===== src/rtl/mer_pkg.sv =====
`timescale 1ns / 1ps
// ----------------------------------------------------------------------------
// Masked event ring package
// Widths, codes and control bundles shared by the event ring modules.
// ----------------------------------------------------------------------------
package mer_pkg;

    localparam int QUEUE_DEPTH = 512;
    localparam int ADDR_W      = $clog2(QUEUE_DEPTH);

    localparam int ACTION_W  = 2;
    localparam int CAT_W     = 32;
    localparam int KIND_W    = 8;
    localparam int PAYLOAD_W = 64;
    localparam int TIME_W    = 32;
    localparam int STATUS_W  = 3;
    localparam int PERIOD_W  = 10;
    localparam int TICK_W    = 10;
    localparam int FRAC_W    = 16;

    // delta never exceeds period * 1000 < 2^20
    localparam int DELTA_W    = 20;
    localparam int TICK_LIMIT = 1000;
    localparam int DIV_STEPS  = TICK_W + FRAC_W;
    localparam int DIV_CNT_W  = $clog2(DIV_STEPS);

    localparam int CFG_IDX_W  = 2;
    localparam int CFG_DATA_W = 32;

    localparam logic [CFG_IDX_W-1:0] CFG_MASK   = 2'd0;
    localparam logic [CFG_IDX_W-1:0] CFG_PERIOD = 2'd1;
    localparam logic [CFG_IDX_W-1:0] CFG_TCAT   = 2'd2;

    localparam logic [CAT_W-1:0]    RST_MASK   = 32'd0;
    localparam logic [PERIOD_W-1:0] RST_PERIOD = 10'd25;
    localparam logic [CAT_W-1:0]    RST_TCAT   = 32'd1;

    localparam logic [ACTION_W-1:0] ACT_PUSH = 2'd0;
    localparam logic [ACTION_W-1:0] ACT_POP  = 2'd1;
    localparam logic [ACTION_W-1:0] ACT_TIME = 2'd2;

    localparam logic [STATUS_W-1:0] ST_STORED    = 3'd0;
    localparam logic [STATUS_W-1:0] ST_MASKED    = 3'd1;
    localparam logic [STATUS_W-1:0] ST_FULL      = 3'd2;
    localparam logic [STATUS_W-1:0] ST_EMPTY     = 3'd3;
    localparam logic [STATUS_W-1:0] ST_DELIVERED = 3'd4;
    localparam logic [STATUS_W-1:0] ST_NOTIMER   = 3'd5;

    typedef struct packed {
        logic [CAT_W-1:0]     category;
        logic [KIND_W-1:0]    kind;
        logic [PAYLOAD_W-1:0] payload;
        logic [TIME_W-1:0]    stamp;
    } t_slot;

    localparam int SLOT_W = $bits(t_slot);

    typedef struct packed {
        logic capture;
        logic prep;
        logic div_step;
        logic mul;
        logic commit;
    } t_cmd;

    typedef struct packed {
        logic out_free;
    } t_sts;

endpackage


===== src/rtl/mer_ctrl.sv =====
`timescale 1ns / 1ps
// ----------------------------------------------------------------------------
// Event ring controller
// Sequences request capture, tick division and the final commit.
// ----------------------------------------------------------------------------
module mer_ctrl (
    input  logic                          i_clk,
    input  logic                          i_rst_n,
    input  logic                          i_in_valid,
    input  logic [mer_pkg::ACTION_W-1:0]  i_in_action,
    output logic                          o_in_ready,
    output mer_pkg::t_cmd                 o_cmd,
    input  mer_pkg::t_sts                 i_sts
);
    import mer_pkg::*;

    typedef enum logic [4:0] {
        S_IDLE = 5'b00001,
        S_EXEC = 5'b00010,
        S_PREP = 5'b00100,
        S_DIV  = 5'b01000,
        S_MUL  = 5'b10000
    } t_state;

    t_state               r_state, n_state;
    logic [DIV_CNT_W-1:0] r_cnt, n_cnt;
    logic                 w_in_fire;
    logic                 w_div_last;

    assign o_in_ready = (r_state == S_IDLE);
    assign w_in_fire  = i_in_valid && o_in_ready;
    assign w_div_last = (r_cnt == DIV_CNT_W'(DIV_STEPS - 1));

    always_comb begin
        o_cmd          = '0;
        o_cmd.capture  = w_in_fire;
        o_cmd.prep     = (r_state == S_PREP);
        o_cmd.div_step = (r_state == S_DIV);
        o_cmd.mul      = (r_state == S_MUL);
        o_cmd.commit   = (r_state == S_EXEC) && i_sts.out_free;
    end

    always_comb begin
        n_state = r_state;
        n_cnt   = r_cnt;
        unique case (r_state)
            S_IDLE: begin
                if (w_in_fire) begin
                    n_state = (i_in_action == ACT_TIME) ? S_PREP : S_EXEC;
                end
            end
            S_PREP: begin
                n_cnt   = '0;
                n_state = S_DIV;
            end
            S_DIV: begin
                n_cnt = r_cnt + 1'b1;
                if (w_div_last) begin
                    n_state = S_MUL;
                end
            end
            S_MUL: begin
                n_state = S_EXEC;
            end
            S_EXEC: begin
                // hold until the output register can take the result
                if (i_sts.out_free) begin
                    n_state = S_IDLE;
                end
            end
            default: begin
                n_state = S_IDLE;
            end
        endcase
    end

    always_ff @(posedge i_clk) begin
        if (!i_rst_n) begin
            r_state <= S_IDLE;
            r_cnt   <= '0;
        end else begin
            r_state <= n_state;
            r_cnt   <= n_cnt;
        end
    end

endmodule


===== config.mk =====
export PLATFORM = sky130hd
export DESIGN_NAME = mer_ctrl
export DESIGN_NICKNAME = d
export VERILOG_FILES = /design/src/rtl/mer_pkg.sv /design/src/rtl/mer_ctrl.sv
export SDC_FILE = /design/constraint.sdc
export NUM_CORES = 1
export LEC_CHECK = 0
export BUFFER_PORTS_ARGS = -buffer_cell sky130_fd_sc_hd__buf_4
export CORE_AREA = 2 2 39 41
export DETAILED_ROUTE_END_ITERATION = 8
export DIE_AREA = 0 0 41 43
export GPL_TIMING_DRIVEN = 0
export PLACE_DENSITY_LB_ADDON = 0.05
export SYNTH_ARGS = -nofsm -noshare
export SYNTH_HDL_FRONTEND = slang
export SYNTH_SLANG_ARGS = --single-unit

===== constraint.sdc =====
create_clock -name i_clk -period 1.9 [get_ports i_clk]
set_input_delay 0.19 -clock i_clk [delete_from_list [all_inputs] [get_ports i_clk]]
set_output_delay 0.19 -clock i_clk [all_outputs]
set_load 0.01 [all_outputs]

==> impl_metrics.tcl <==
set metrics [dict create \
    postPlaceCellArea_um2 658 \
    port_buffers 11 \
    grt_max_degree 10 \
    synthCells 67 \
    final_util_pct 50.2 \
    maxSlewViolCount 0 \
    fmax_mhz 595 \
    core_um2 1380 \
    ios 12 \
    crit_arrival_ns 1.49 \
    clk_pin_slew_ns 0.08 \
    p_seq_share_pct 43.5 \
    tritoncts "built" \
    min_period_ns 1.68 \
    start_util_pct 40.1 \
    startpoint "r_state[3]" \
    synth.cell_area_um2 556 \
    gp_congestion 0.749 \
    drc 0 \
    hold_class "input port to register" \
    cts_max_level 1 \
    finalClockSkew_ns 0.00652 \
    synth-seq-area-share_pct 36.0 \
    internal-power_w 0.000381 \
    peakVddDrop_mv 0.334 \
    grt-ovfl-total 0 \
    comb_power_share_pct 18.4 \
    synth_cell_type_count 29 \
    p_per_area_nw_per_um2 752 \
    slew_headroom_pct 61.7 \
    grt_use_total_pct 15.7 \
    cts_max_path_buffers 2 \
    design_area_um2 694 \
    fin_tns_setup_ns 0 \
    avgViaCountPerCell 5.08 \
    drive_above_1_share_pct 24.4 \
    fillers 149 \
    min_from "i_rst_n" \
    synth_top_area_share_pct 36.0 \
    drt_iter0_markers 7 \
    timing.rr.start "r_state[3]" \
    antenna_found_initial 0 \
    clkSinkCount 10 \
    p_leak_nw 0.310 \
    insertion_delay_ns 0.27 \
    postCtsSetupBuffers 0 \
    postRouteAntennaNets 0 \
    hold_violations 0 \
    yosysWarnings 0 \
    p_total_w 0.000522 \
    finalCritPeriodShare_pct 88.5 \
    rows 14 \
    synth_nets 75 \
    final_common_cell "buf_4" \
    setup_viol_count_final 0 \
    postSynthAreaPerCell_um2 8.29 \
    r2r_slack_ns 0.43 \
    swShare_pct 27.0 \
    end_kind "primary output" \
    rsz0062_at_grt "no" \
    cp-start-kind "register" \
    status "completed" \
    dieArea_um2 1760 \
    die_w_um 41 \
    fin_nets 91 \
    vias 498 \
    p_switching_w 0.000141 \
    hpwl_um 796 \
    tightestPinTransition_ns 0.574 \
    drtPass1Iterations 4 \
    setup_ws_ns 0.219 \
    cts_made_buffers 3 \
    cts_root_buffer "clkbuf_4" \
    grt_pass1_vias 420 \
    wl_um 1060 \
    drv_cap 0 \
    insertedDiodeCount 0 \
    synthTopCellsByArea "dfxtp_1 36%, nor2_1 6.8%, ha_1 4.5%" \
    final_cell_mix "12 x buf_4, 10 x nor2_1, 10 x dfxtp_1, 6 x inv_1, 4 x a21oi_1" \
    die_h_um 43 \
    synth_top_area_cell "dfxtp_1" \
    dp_slack_ns 0.439 \
    area_growth_syn_to_layout_pct 25.0 \
    ctsHoldBuffers 0 \
    critPathRequiredTime_ns 1.71 \
    grt_pass1_wl_um 1750 \
    ctsResizeCount 0 \
    wire_per_inst_um 10.8 \
    clkPwrFrac_pct 38.1 \
    crit_fanout 5 \
    ys_seq_elements 10 \
    path_class "register to primary output" \
]
==> synthesized netlist by cell type <==
| library cell | instances |
|---|---|
| dfxtp_1 | 10 |
| nor2_1 | 10 |
| inv_1 | 6 |
| a21oi_1 | 4 |
| and2_1 | 3 |
| and3_1 | 3 |
| nand3_1 | 3 |
| a211oi_1 | 2 |
| ha_1 | 2 |
| nand2_1 | 2 |
| nor3_1 | 2 |
| nor4_1 | 2 |
| o21ai_0 | 2 |
| a22oi_1 | 1 |
| a311o_1 | 1 |
| a32oi_1 | 1 |
| and3b_1 | 1 |
| and4_1 | 1 |
| buf_2 | 1 |
| buf_4 | 1 |
| clkinv_1 | 1 |
| mux2i_1 | 1 |
| nand2b_1 | 1 |
| nand4b_1 | 1 |
| nor2b_1 | 1 |
| nor3_2 | 1 |
| nor4_4 | 1 |
| nor4b_1 | 1 |
| or3_4 | 1 |
==> power groups by stage <==
stage	Combinational (W)	Sequential, W	Clock (W)
floorplan	0.0000648	0.000230	0
global placement	0.0000969	0.000232	0
detailed placement	0.0000967	0.000232	0
CTS	0.0000971	0.000227	0.000204
global route	0.000108	0.000228	0.000216
finish	0.0000960	0.000227	0.000199
==> critical path, cell delays in order (launching register included) <==
cell and delay, ns:
dfxtp_1 0.35, or3_4 0.41, nor4b_1 0.29, buf_4 0.17
==> sequential cells by signal, summed over array words and instances (netlist names) <==
register and flops:
r_cnt 5, r_state 5
==> per-stage QoR <==
stage	cells	hold WS, ns
after global routing	98	0.157
after detailed placement	94	0.431
after global placement	94	0.432
after floorplan	67	0.336
final	98	0.149
after CTS	98	0.141
==> kinds of logic after synthesis <==
kind of cell / share of synthesized area, %
and+or+nand+nor: 37.8
AOI/OAI and AO/OA: 12.8
DFF: 36.0
buffers and inverters: 6.98
adders and majority gates: 4.50
muxes: 1.80
==> routing by layer <==
metal / track usage (%) / up-vias / routed length [um]
li1: - / 270 / -
met1: 21.0 / 213 / 559
met2: 18.1 / 11 / 421
met3: 6.28 / 4 / 45
met5: 0 / - / 0
met4: 14.0 / 0 / 30
==> layout make-up <==
| type | count | area [um^2] | area share (%) |
|---|---|---|---|
| sequential | 10 | 200 | 28.8 |
| clock buffer | 4 | 36.3 | 5.23 |
| multi-input combinational | 48 | 317 | 45.6 |
| timing repair buffer | 11 | 82.6 | 11.9 |
| inverter | 7 | 26.3 | 3.78 |
| buffer | 2 | 12.5 | 1.80 |
| tap | 16 | 20.0 | 2.88 |
==> worst paths after layout <==
check,endpoint,cells after the start
min reg2reg,r_cnt[4],2
max,o_cmd[0],3
max reg2reg,r_state[0],4
min,r_state[4],2
(Power assumes the default switching activity.)
